$ cat src/rtl/bdasc_pkg.sv
// Shared types, constants and the power-of-ten table for the decimal text converter.
package bdasc_pkg;

	localparam int unsigned NUM_DIGITS = 10;
	localparam int unsigned IDX_W      = 4;
	localparam int unsigned DIGIT_W    = 4;
	localparam int unsigned MAG_W      = 32;
	localparam int unsigned CHAR_W     = 8;

	localparam logic [IDX_W-1:0]  IDX_LAST   = IDX_W'(NUM_DIGITS - 1);
	localparam logic [CHAR_W-1:0] CHAR_ZERO  = 8'h30;
	localparam logic [CHAR_W-1:0] CHAR_MINUS = 8'h2D;

	typedef enum logic [2:0] {
		ST_IDLE = 3'b001,
		ST_SIGN = 3'b010,
		ST_RUN  = 3'b100
	} state_t;

	typedef struct packed {
		logic load;
		logic sub;
		logic advance;
		logic emit_sign;
		logic emit_digit;
	} cmd_t;

	typedef struct packed {
		logic in_neg;
		logic ge;
		logic emit_needed;
		logic idx_last;
	} sts_t;

	function automatic logic [MAG_W-1:0] pow10(input logic [IDX_W-1:0] idx);
		logic [MAG_W-1:0] p;
		case (idx)
			4'd0:    p = 32'd1000000000;
			4'd1:    p = 32'd100000000;
			4'd2:    p = 32'd10000000;
			4'd3:    p = 32'd1000000;
			4'd4:    p = 32'd100000;
			4'd5:    p = 32'd10000;
			4'd6:    p = 32'd1000;
			4'd7:    p = 32'd100;
			4'd8:    p = 32'd10;
			default: p = 32'd1;
		endcase
		return p;
	endfunction

endpackage

$ cat src/rtl/bdasc_datapath.sv
// Datapath: magnitude, digit counter, power index and the output character register.
module bdasc_datapath (
	input  logic                         clk,
	input  logic                         arst_n,
	input  logic signed [31:0]           signed_value,
	input  bdasc_pkg::cmd_t              cmd,
	output bdasc_pkg::sts_t              sts,
	output logic [bdasc_pkg::CHAR_W-1:0] text_char,
	output logic                         is_last
);
	import bdasc_pkg::*;

	logic [MAG_W-1:0]   mag_q;
	logic [DIGIT_W-1:0] digit_q;
	logic [IDX_W-1:0]   idx_q;
	logic               lead_q;
	logic [CHAR_W-1:0]  char_q;
	logic               last_q;
	logic [MAG_W-1:0]   pow;
	logic [MAG_W-1:0]   in_word;

	assign in_word = MAG_W'(signed_value);
	assign pow     = pow10(idx_q);

	assign sts.in_neg      = in_word[MAG_W-1];
	assign sts.ge          = (mag_q >= pow);
	assign sts.idx_last    = (idx_q == IDX_LAST);
	// The units digit always prints, which covers an input of zero
	assign sts.emit_needed = (digit_q != '0) || !lead_q || (idx_q == IDX_LAST);

	always_ff @(posedge clk or negedge arst_n) begin
		if (!arst_n) begin
			idx_q   <= '0;
			digit_q <= '0;
			lead_q  <= 1'b1;
		end else if (cmd.load) begin
			idx_q   <= '0;
			digit_q <= '0;
			lead_q  <= 1'b1;
		end else if (cmd.sub) begin
			digit_q <= digit_q + DIGIT_W'(1);
		end else if (cmd.advance) begin
			idx_q   <= idx_q + IDX_W'(1);
			digit_q <= '0;
			if (cmd.emit_digit) begin
				lead_q <= 1'b0;
			end
		end
	end

	always_ff @(posedge clk) begin
		if (cmd.load) begin
			// Unsigned negate keeps the most negative value intact
			mag_q <= in_word[MAG_W-1] ? (~in_word + MAG_W'(1)) : in_word;
		end else if (cmd.sub) begin
			mag_q <= mag_q - pow;
		end
		if (cmd.emit_sign) begin
			char_q <= CHAR_MINUS;
			last_q <= 1'b0;
		end else if (cmd.emit_digit) begin
			char_q <= CHAR_ZERO + CHAR_W'(digit_q);
			last_q <= (idx_q == IDX_LAST);
		end
	end

	assign text_char = char_q;
	assign is_last   = last_q;

	a_digit_range: assert property (@(posedge clk) disable iff (!arst_n)
		digit_q <= DIGIT_W'(9))
		else $error("digit count above nine");

	// The index steps one past the units digit on the final emission and rests there
	a_idx_range: assert property (@(posedge clk) disable iff (!arst_n)
		idx_q <= IDX_W'(NUM_DIGITS))
		else $error("power index out of range");

	a_sub_no_wrap: assert property (@(posedge clk) disable iff (!arst_n)
		cmd.sub |=> $past(mag_q) >= mag_q)
		else $error("subtraction wrapped the magnitude");

endmodule

$ cat src/rtl/bdasc_ctrl.sv
// Controller: sequences load, sign, digit subtraction and output register handshake.
module bdasc_ctrl (
	input  logic            clk,
	input  logic            arst_n,
	input  logic            in_valid,
	output logic            in_ready,
	output logic            out_valid,
	input  logic            out_ready,
	input  bdasc_pkg::sts_t sts,
	output bdasc_pkg::cmd_t cmd
);
	import bdasc_pkg::*;

	state_t state_q;
	state_t state_d;
	logic   out_valid_q;
	logic   slot_free;

	assign slot_free = !out_valid_q || out_ready;

	always_comb begin
		state_d  = state_q;
		cmd      = '0;
		in_ready = 1'b0;
		case (state_q)
			ST_IDLE: begin
				in_ready = 1'b1;
				if (in_valid) begin
					cmd.load = 1'b1;
					state_d  = sts.in_neg ? ST_SIGN : ST_RUN;
				end
			end
			ST_SIGN: begin
				if (slot_free) begin
					cmd.emit_sign = 1'b1;
					state_d       = ST_RUN;
				end
			end
			ST_RUN: begin
				if (sts.ge) begin
					cmd.sub = 1'b1;
				end else if (!sts.emit_needed) begin
					// drop a leading zero
					cmd.advance = 1'b1;
				end else if (slot_free) begin
					cmd.advance    = 1'b1;
					cmd.emit_digit = 1'b1;
					if (sts.idx_last) begin
						state_d = ST_IDLE;
					end
				end
			end
			default: begin
				state_d = ST_IDLE;
			end
		endcase
	end

	always_ff @(posedge clk or negedge arst_n) begin
		if (!arst_n) begin
			state_q     <= ST_IDLE;
			out_valid_q <= 1'b0;
		end else begin
			state_q <= state_d;
			if (cmd.emit_sign || cmd.emit_digit) begin
				out_valid_q <= 1'b1;
			end else if (out_ready) begin
				out_valid_q <= 1'b0;
			end
		end
	end

	assign out_valid = out_valid_q;

	a_emit_after_digit: assert property (@(posedge clk) disable iff (!arst_n)
		cmd.emit_digit |-> !sts.ge)
		else $error("digit emitted before subtraction finished");

	a_last_to_idle: assert property (@(posedge clk) disable iff (!arst_n)
		(cmd.emit_digit && sts.idx_last) |=> (state_q == ST_IDLE))
		else $error("final digit did not return to idle");

	a_emit_fills_slot: assert property (@(posedge clk) disable iff (!arst_n)
		(cmd.emit_sign || cmd.emit_digit) |=> out_valid_q)
		else $error("emitted character not presented");

	a_no_overwrite: assert property (@(posedge clk) disable iff (!arst_n)
		(cmd.emit_sign || cmd.emit_digit) |-> slot_free)
		else $error("output register overwritten while held");

endmodule

$ cat src/rtl/binary_to_decimal_ascii.sv
// Signed 32-bit binary to decimal ASCII text converter, top level.
//
// Input channel: in_valid/in_ready carry one two's complement word on
// signed_value. Output channel: out_valid/out_ready carry one character
// per request on text_char, with is_last high on the final character.
// A negative value gives '-' first; leading zeros are dropped and zero
// prints as a single '0'. The most negative value prints in full.
// Each digit is found by repeated subtraction of a power of ten in a
// single shared compare-and-subtract unit. The controller steps through
// the load, a sign, the subtractions and one advance per digit position
// in that order; in_ready is high only while the controller is idle,
// one item at a time.
// A single output register decouples the sides: when the receiver stalls,
// the held character stays stable and the controller waits before the
// next emission, while subtractions for the pending digit carry on.
// Reset (arst_n low) returns the controller to idle and empties the
// output register.
module binary_to_decimal_ascii (
	input  logic                         clk,
	input  logic                         arst_n,
	input  logic                         in_valid,
	output logic                         in_ready,
	input  logic signed [31:0]           signed_value,
	output logic                         out_valid,
	input  logic                         out_ready,
	output logic [bdasc_pkg::CHAR_W-1:0] text_char,
	output logic                         is_last
);
	import bdasc_pkg::*;

	cmd_t cmd;
	sts_t sts;

	bdasc_ctrl u_ctrl (
		.clk       (clk),
		.arst_n    (arst_n),
		.in_valid  (in_valid),
		.in_ready  (in_ready),
		.out_valid (out_valid),
		.out_ready (out_ready),
		.sts       (sts),
		.cmd       (cmd)
	);

	bdasc_datapath u_datapath (
		.clk          (clk),
		.arst_n       (arst_n),
		.signed_value (signed_value),
		.cmd          (cmd),
		.sts          (sts),
		.text_char    (text_char),
		.is_last      (is_last)
	);

endmodule

$ cat config.mk
export PLATFORM = sky130hd
export DESIGN_NAME = binary_to_decimal_ascii
export DESIGN_NICKNAME = d
export VERILOG_FILES = /design/src/rtl/bdasc_pkg.sv /design/src/rtl/bdasc_datapath.sv /design/src/rtl/bdasc_ctrl.sv /design/src/rtl/binary_to_decimal_ascii.sv
export SDC_FILE = /design/constraint.sdc
export NUM_CORES = 1
export LEC_CHECK = 0
export BUFFER_PORTS_ARGS = -buffer_cell sky130_fd_sc_hd__buf_2
export CAP_MARGIN = 20
export CORE_ASPECT_RATIO = 0.6
export CORE_MARGIN = 10
export CORE_UTILIZATION = 55
export CTS_CLUSTER_DIAMETER = 30
export DETAILED_ROUTE_END_ITERATION = 12
export HOLD_SLACK_MARGIN = 0.02
export MAX_ROUTING_LAYER = met4
export PLACE_DENSITY = 0.83
export SETUP_SLACK_MARGIN = 0.1
export SLEW_MARGIN = 0
export SYNTH_ARGS = -nofsm -noshare
export SYNTH_HDL_FRONTEND = slang
export SYNTH_SLANG_ARGS = --single-unit
$ cat constraint.sdc
create_clock -name clk -period 4.3 [get_ports clk]
set_clock_uncertainty 0.2 [all_clocks]
set_input_delay 1.075 -clock clk [delete_from_list [all_inputs] [get_ports clk]]
set_output_delay 1.075 -clock clk [all_outputs]
set_load 0.005 [all_outputs]
**After elaboration in Yosys (flattened, before gate mapping)**

Memories as Yosys holds them, arrays and structs flattened.
Index checks and enable logic that the tools add are counted.
Widths: inputs -> output; s select.

- Flip-flop bits (word level): 54
- Bits in latches: 0
- Memory bits (writable): 0
- ROM bits: 480
- Bits of input ports: 36
- Logic and storage cells: 77
- Memories: 1

Memory list:

| memory | words | width | rd ports | clocked after Yosys merged registers in | write ports | line | RTL |
|---|---|---|---|---|---|---|---|
| (name not given) | 16 | 30 | 1 | 0 | 0 | bdasc_pkg.sv:37 | `case (idx)` |

- $add $sub $neg: 5
- $mul: 0
- Divide/modulo/power cells: 0
- $lt $le $gt $ge: 1
- Equal/unequal tests: 11
- Shifts and indexed selects: 0
- Multiplexer cells: 35
- Bitwise gates (word level): 1
- Reduce and logical (&&, ||, !) cells: 15

Operators by type and width:

| kind | count |
|---|---|
| $mux 32 | 3 |
| $add 32x1->32 const B | 1 |
| $ge 32x32->1 | 1 |
| $not 32->32 | 1 |
| $sub 32x32->32 | 1 |
| $mux 4 | 6 |
| $mux 3 | 7 |
| $mux 1 | 17 |
| $pmux 3 s3 | 1 |
| $add 4x1->4 const B | 2 |
| $ne 2x1->1 const B | 4 |
| $reduce_bool 2->1 | 4 |
| $add 6x4->7 const A | 1 |
| $ne 2x2->1 const B | 3 |
| $reduce_and 6->1 | 1 |
| $eq 4x4->1 const B | 1 |
| $logic_or 1x1->1 | 4 |
| $reduce_bool 4->1 | 1 |
| $eq 3x1->1 const B | 1 |
| $eq 3x2->1 const B | 1 |
| $eq 3x3->1 const B | 1 |
| $reduce_and 3->1 | 1 |
| $reduce_bool 3->1 | 1 |
| $logic_not 1->1 | 2 |
| 2 further kinds | 2 |

**Logic depth before layout (Yosys ltp)**

- Word-level depth: 10
- Gate-level depth with buffers: 16
- Mapped depth without buffers: 15

**Hierarchy**

From an unflattened synthesis, not the netlist that was laid out.

- Cell total of the unflattened synthesis: 629
- Area, all modules: 5,097.4 um2

By module, submodules not included:

| module | times used | cells an instance | area each (um2) | seq. area each (um2) |
|---|---|---|---|---|
| bdasc_datapath | 1 | 594 | 4,809.6 | 1,307.5 |
| bdasc_ctrl | 1 | 35 | 287.8 | 101.3 |

**Least setup slack after synthesis**

Ideal clock, no wire load.

- Path kind: reg2reg
- From: register u_datapath.idx_q[0]
- To: register u_datapath.mag_q[0] (enable)
- Library setup time: 0.483 ns
- Arrival: 3.813 ns
- Path slack: -0.195 ns
- Cell stages (with the launch flop): 16
- Path buffers: 1
- Clock period less this slack: 4.495 ns
- Path through: dfrtp_1 > inv_1 > ha_1 > nand3_1 > inv_1 > a31oi_1 > ha_1 > o21a_1 > o31a_1 > o31a_1 > o41a_1 > or3_1 > a21oi_1 > nand2b_1 > clkbuf_1 > nand2_1

- Longest elaborated chain between the ends: 5

Ends and longest elaborated chain:

| element | line | RTL |
|---|---|---|
| start, declared | bdasc_datapath.sv:15 | `logic [IDX_W-1:0] idx_q;` |
| start signal, assigned | bdasc_datapath.sv:43 | `idx_q <= idx_q + IDX_W'(1);` |
| $mem_v2 16x30 | -- |  |
| $ge 32x32->1 | bdasc_datapath.sv:26 | `assign sts.ge = (mag_q >= pow);` |
| $mux 1 | bdasc_ctrl.sv:40 | `if (sts.ge) begin` |
| $mux 2 | bdasc_ctrl.sv:25 | `case (state_q)` |
| $reduce_bool 2->1 (no source line) | -- |  |
| end signal, assigned | bdasc_datapath.sv:54 | `mag_q <= in_word[MAG_W-1] ? (~in_word + MAG_W'(1)) : in_word;` |
| end signal, assigned | bdasc_datapath.sv:56 | `mag_q <= mag_q - pow;` |
| end, declared | bdasc_datapath.sv:13 | `logic [MAG_W-1:0] mag_q;` |

No other way between the ends.
A chain may end at the register's enable or synchronous reset.

**Final worst setup path**

- From: register u_datapath.idx_q[0]
- To: register u_datapath.digit_q[2]

- Longest elaborated chain between the ends: 6
- Elaborated cells on any way between the ends: 11
- Those cells by class: order compare (1); eq/ne (1); mux (6); reduce/logical (2); memory (1)

Ends and longest elaborated chain:

| element | line | RTL |
|---|---|---|
| $mem_v2 16x30 / $eq 4x4->1 (equally long branches) | -- |  |
| $ge 32x32->1 / $logic_or 1x1->1 (equally long branches) | bdasc_datapath.sv:26, bdasc_datapath.sv:29 |  |
| $mux 1, on equally long branches | bdasc_ctrl.sv:40, bdasc_ctrl.sv:42 |  |
| $mux 2 (*) | bdasc_ctrl.sv:25 |  |
| $mux 4 / $mux 2 (equally long branches) | bdasc_datapath.sv:40, bdasc_ctrl.sv:25 |  |
| $mux 4 / $reduce_bool 3->1 (equally long branches) | -- |  |
| end signal, assigned | bdasc_datapath.sv:41 | `digit_q <= digit_q + DIGIT_W'(1);` |
| end, declared | bdasc_datapath.sv:14 | `logic [DIGIT_W-1:0] digit_q;` |

Mark *: on every way between the ends. The rest lies on a longest branch, timed or not.

==> summary.md <==
| Metric | Value |
|---|---|
| Row count | `26` |
| Worst-skew pair later-pin latency | `about 0.3 ns` |
| Reg-to-Reg End | `u_datapath.digit_q[2]` |
| Status | `complete, no violations` |
| Most used DFF post-synth | `edfxtp_1` |
| Static leakage | `~2.3 nW` |
| Setup violators final | `0` |
| CTS clk-pin slew, worst paths | `around 0.07 ns` |
| Achievable frequency | `roughly 240 MHz` |
| Final instance area | `roughly 0.0055 mm^2` |
| Worst Hold Launch | `u_datapath.text_char[3]` |
| Setup CP Type | `reg -> reg` |
| Die area | `approximately 0.013 mm^2` |
| Routed Antenna Nets | `0` |
| Hold_buf cts | `0` |
| Worst Setup Start Kind | `flip-flop` |
| # diodes | `0` |
| Die Width | `approximately 140 um` |
| Vias per cell | `6.176` |
| DP Area | `around 0.0052 mm^2` |
| Most frequent cells in the layout | `nand2_1, a21oi_1, nor2_1, buf_2, xnor2_1` |
| Post-DP HPWL | `around 10000 um` |
| Fraction of registers with async set or reset after synthesis | `0.2549` |
| RD Place Congestion | `roughly 0.97` |
| Post-Layout Cell Count | `about 730` |
| Mapped Area | `~0.0047 mm^2` |
| Reg2Reg Launch Point | `u_datapath.idx_q[0]` |
| Num CTS Buffers | `5` |
| Worst hold path class | `reg -> reg` |
| Commonest non-fill, non-tap cell in the layout | `nand2_1` |
| Synthesized instance count | `~560` |
| Vias in the first global route | `between 4000 and 5000` |
| Crit path arrival time | `4.12 ns` |
| Yosys warns | `0` |
| First-pass GRT wire length | `between 20000 and 25000 um` |
| Wirelength, routed | `between 10000 and 15000 um` |
| Clock sink total | `between 50 and 60` |
| Fill count | `around 690` |
| Tmin final | `around 4.1 ns` |
| Core Box Area | `around 0.0085 mm^2` |
| Hold EP | `u_datapath.text_char[3]` |
| Largest net degree at the start of global routing | `35` |
| Top fanout value on the critical path | `6` |
| Hold Path Stages | `2` |
| Register area share after synthesis | `0.2968` |
| Maximum vdd drop | `approximately 0.29 mV` |
| Worst path max stage delay | `between 0.4 and 0.5 ns` |
| DRC viols | `0` |
| Share of layout cells above drive strength 1 | `0.2003` |
| Yosys reg bits | `51` |
| Ports | `between 40 and 50` |
| EDFF count, synth | `32` |
| Worst setup EP type | `flip-flop` |
| Initial DRC count | `447` |
| Final hold vios | `0` |
| Fin nets | `696` |
| DRT Pass-1 Iters | `5` |
| Die Ht | `between 90 and 100 um` |
| Final core utilization | `0.6509` |
| Buf/Inv on CP | `2` |
| Clk Tree Root Cell | `clkbuf_16` |
| Mapped Avg Cell Area | `between 8 and 9 um^2` |
| Reg area | `0.001411 mm^2` |
| Max-slew violations | `0` |
| Worst slew pin tran | `0.9054 ns` |
| Area growth syn-to-layout | `15.97%` |
| Pwr dens | `805.0 mW/mm^2` |
| R2R Setup Slk | `0.16 ns` |
| Multi-input logic area | `~0.0032 mm^2` |
| Placed Instances | `roughly 720` |
| Setup TNS | `0 ns` |
| CTS tree | `yes` |
| Final Cycle Share | `0.9629` |
| Fin Hold WS | `just under 0.3 ns` |
| GRT overflow | `0` |
| Htree depth | `2` |
| R2R depth | `15` |
| DR WL/cell | `approximately 18 um` |
| Port bufs | `between 40 and 50` |
| Critical Path RT | `around 4.3 ns` |
| Initial Utilization | `0.5612` |
| Max-slew headroom at the worst pin | `0.3964` |
| CTS Buffer Depth | `2` |
| Initial antenna violation count | `0` |
| Critical Path Slowest Stage Cell | `dfrtp_2` |
| Via count | `about 4500` |
| RSZ-0062 raised after global routing | `yes` |
| Total global-route track usage | `0.2062` |
| CP cell instances | `inv_1 -> ha_2 -> a21oi_2 -> ha_2 -> fa_2 -> nor2b_2 -> o31a_1 -> o31a_1 -> o41a_1 -> or3_4 -> a21oi_4 -> buf_6 -> o211ai_1 -> and3_1 -> a211o_1` |
| Total of max-cap violations | `0` |
| Delay-heaviest family, CP | `compound AO/OA/AOI/OAI gates` |
| Post-synthesis cell type count | `~60` |
-- sequential cells by signal, indices dropped and copies added, names as in the netlist --
| name | cells |
|---|---|
| u_datapath.text_char | 5 |
| u_datapath.is_last | 1 |
| u_datapath.mag_q | 32 |
| u_ctrl.out_valid | 1 |
| u_datapath.digit_q | 4 |
| u_ctrl.state_q | 3 |
| u_datapath.idx_q | 4 |
| u_datapath.lead_q | 1 |
-- cells in the mapped netlist (16+ instances only) --
cell type | instances | area, um^2
nand2_1 | 57 | 214.0
a21oi_1 | 51 | 255.2
nor2_1 | 45 | 168.9
ha_1 | 41 | 513.0
xnor2_1 | 40 | 350.3
o21ai_0 | 33 | 165.2
edfxtp_1 | 32 | 960.9
clkbuf_1 | 21 | 78.83
inv_1 | 20 | 75.07
a21o_1 | 18 | 135.1
nand3_1 | 17 | 85.08
xor2_1 | 16 | 140.1
-- routing by layer --
layer / vias up / part of all wire / track usage
met5: - / 0 / -
met4: 0 / 0.0093 / 0.04880
met1: 2112 / 0.48 / 0.2933
met2: 230 / 0.42 / 0.2851
li1: 2159 / - / -
met3: 14 / 0.094 / 0.04943
-- logic make-up (layout without fill, tap and decap cells) --
| logic type | count (synthesis) | after routing | share of synthesized area |
|---|---|---|---|
| other | 2 | 3 | 0.001582 |
| multiplexers | 10 | 10 | 0.02161 |
| flip-flops | 51 | 51 | 0.2968 |
| adder cells (fa/ha/maj) | 42 | 42 | 0.1123 |
| buffers and inverters | 48 | 102 | 0.04138 |
| XOR/XNOR | 56 | 56 | 0.1033 |
| AND/OR/NAND/NOR | 195 | 195 | 0.2069 |
| AO/OA/AOI/OAI | 160 | 160 | 0.2161 |
-- report_power, final --
group	internal, mW	leakage (nW)	switching [mW]
Sequential	0.893	0.519	0.115
Clock	0.248	0.0805	0.185
Combinational	1.26	1.75	1.73
-- cell type report --
| type | count | area share |
|---|---|---|
| clock inverters | 1 | 0.001136 |
| flip-flops and latches | 51 | 0.2564 |
| inverters | 20 | 0.01364 |
| clock buffers | 7 | 0.02773 |
| multi-input cells | 466 | 0.5891 |
| well taps | 112 | 0.02545 |
| repair buffers | 74 | 0.08659 |
-- timing repair --
action                     in CTS  in global routing
setup endpoints to repair       2                 54
pin swaps                       0                  9
resized for setup               1                 26
hold endpoints to repair        0                  0
cloned                          0                  0
setup buffers                   1                  3
-- worst min-delay path: stages, from the launching register on --
cell     delay [ns]
dfxtp_1        0.33
mux2i_1        0.07
nand2_1        0.06
-- through the flow --
stage,power [mW],setup slack (ns)
global placement,3.644,0.06298
finish,4.432,0.1595
CTS,4.213,0.1100
floorplan,2.978,0.1180
global route,4.782,-0.01330
detailed placement,3.751,-0.02209
-- worst max-delay path by stage --
| stage | from | endpoint | slack [ns] | cells past startpoint |
|---|---|---|---|---|
| final | u_datapath.idx_q[0] | u_datapath.digit_q[2] | 0.16 | 15 |
| after floorplan | u_datapath.idx_q[0] | u_datapath.mag_q[0] | 0.12 | 15 |
| after detailed placement | signed_value[8] | u_datapath.mag_q[29] | -0.02 | 10 |
| after CTS | u_datapath.idx_q[0] | u_datapath.digit_q[2] | 0.11 | 15 |
| after global placement | signed_value[8] | u_datapath.mag_q[29] | 0.06 | 10 |
| after global routing | u_datapath.idx_q[0] | u_datapath.digit_q[3] | -0.01 | 15 |
No activity file was read; power rests on OpenSTA's default activity.
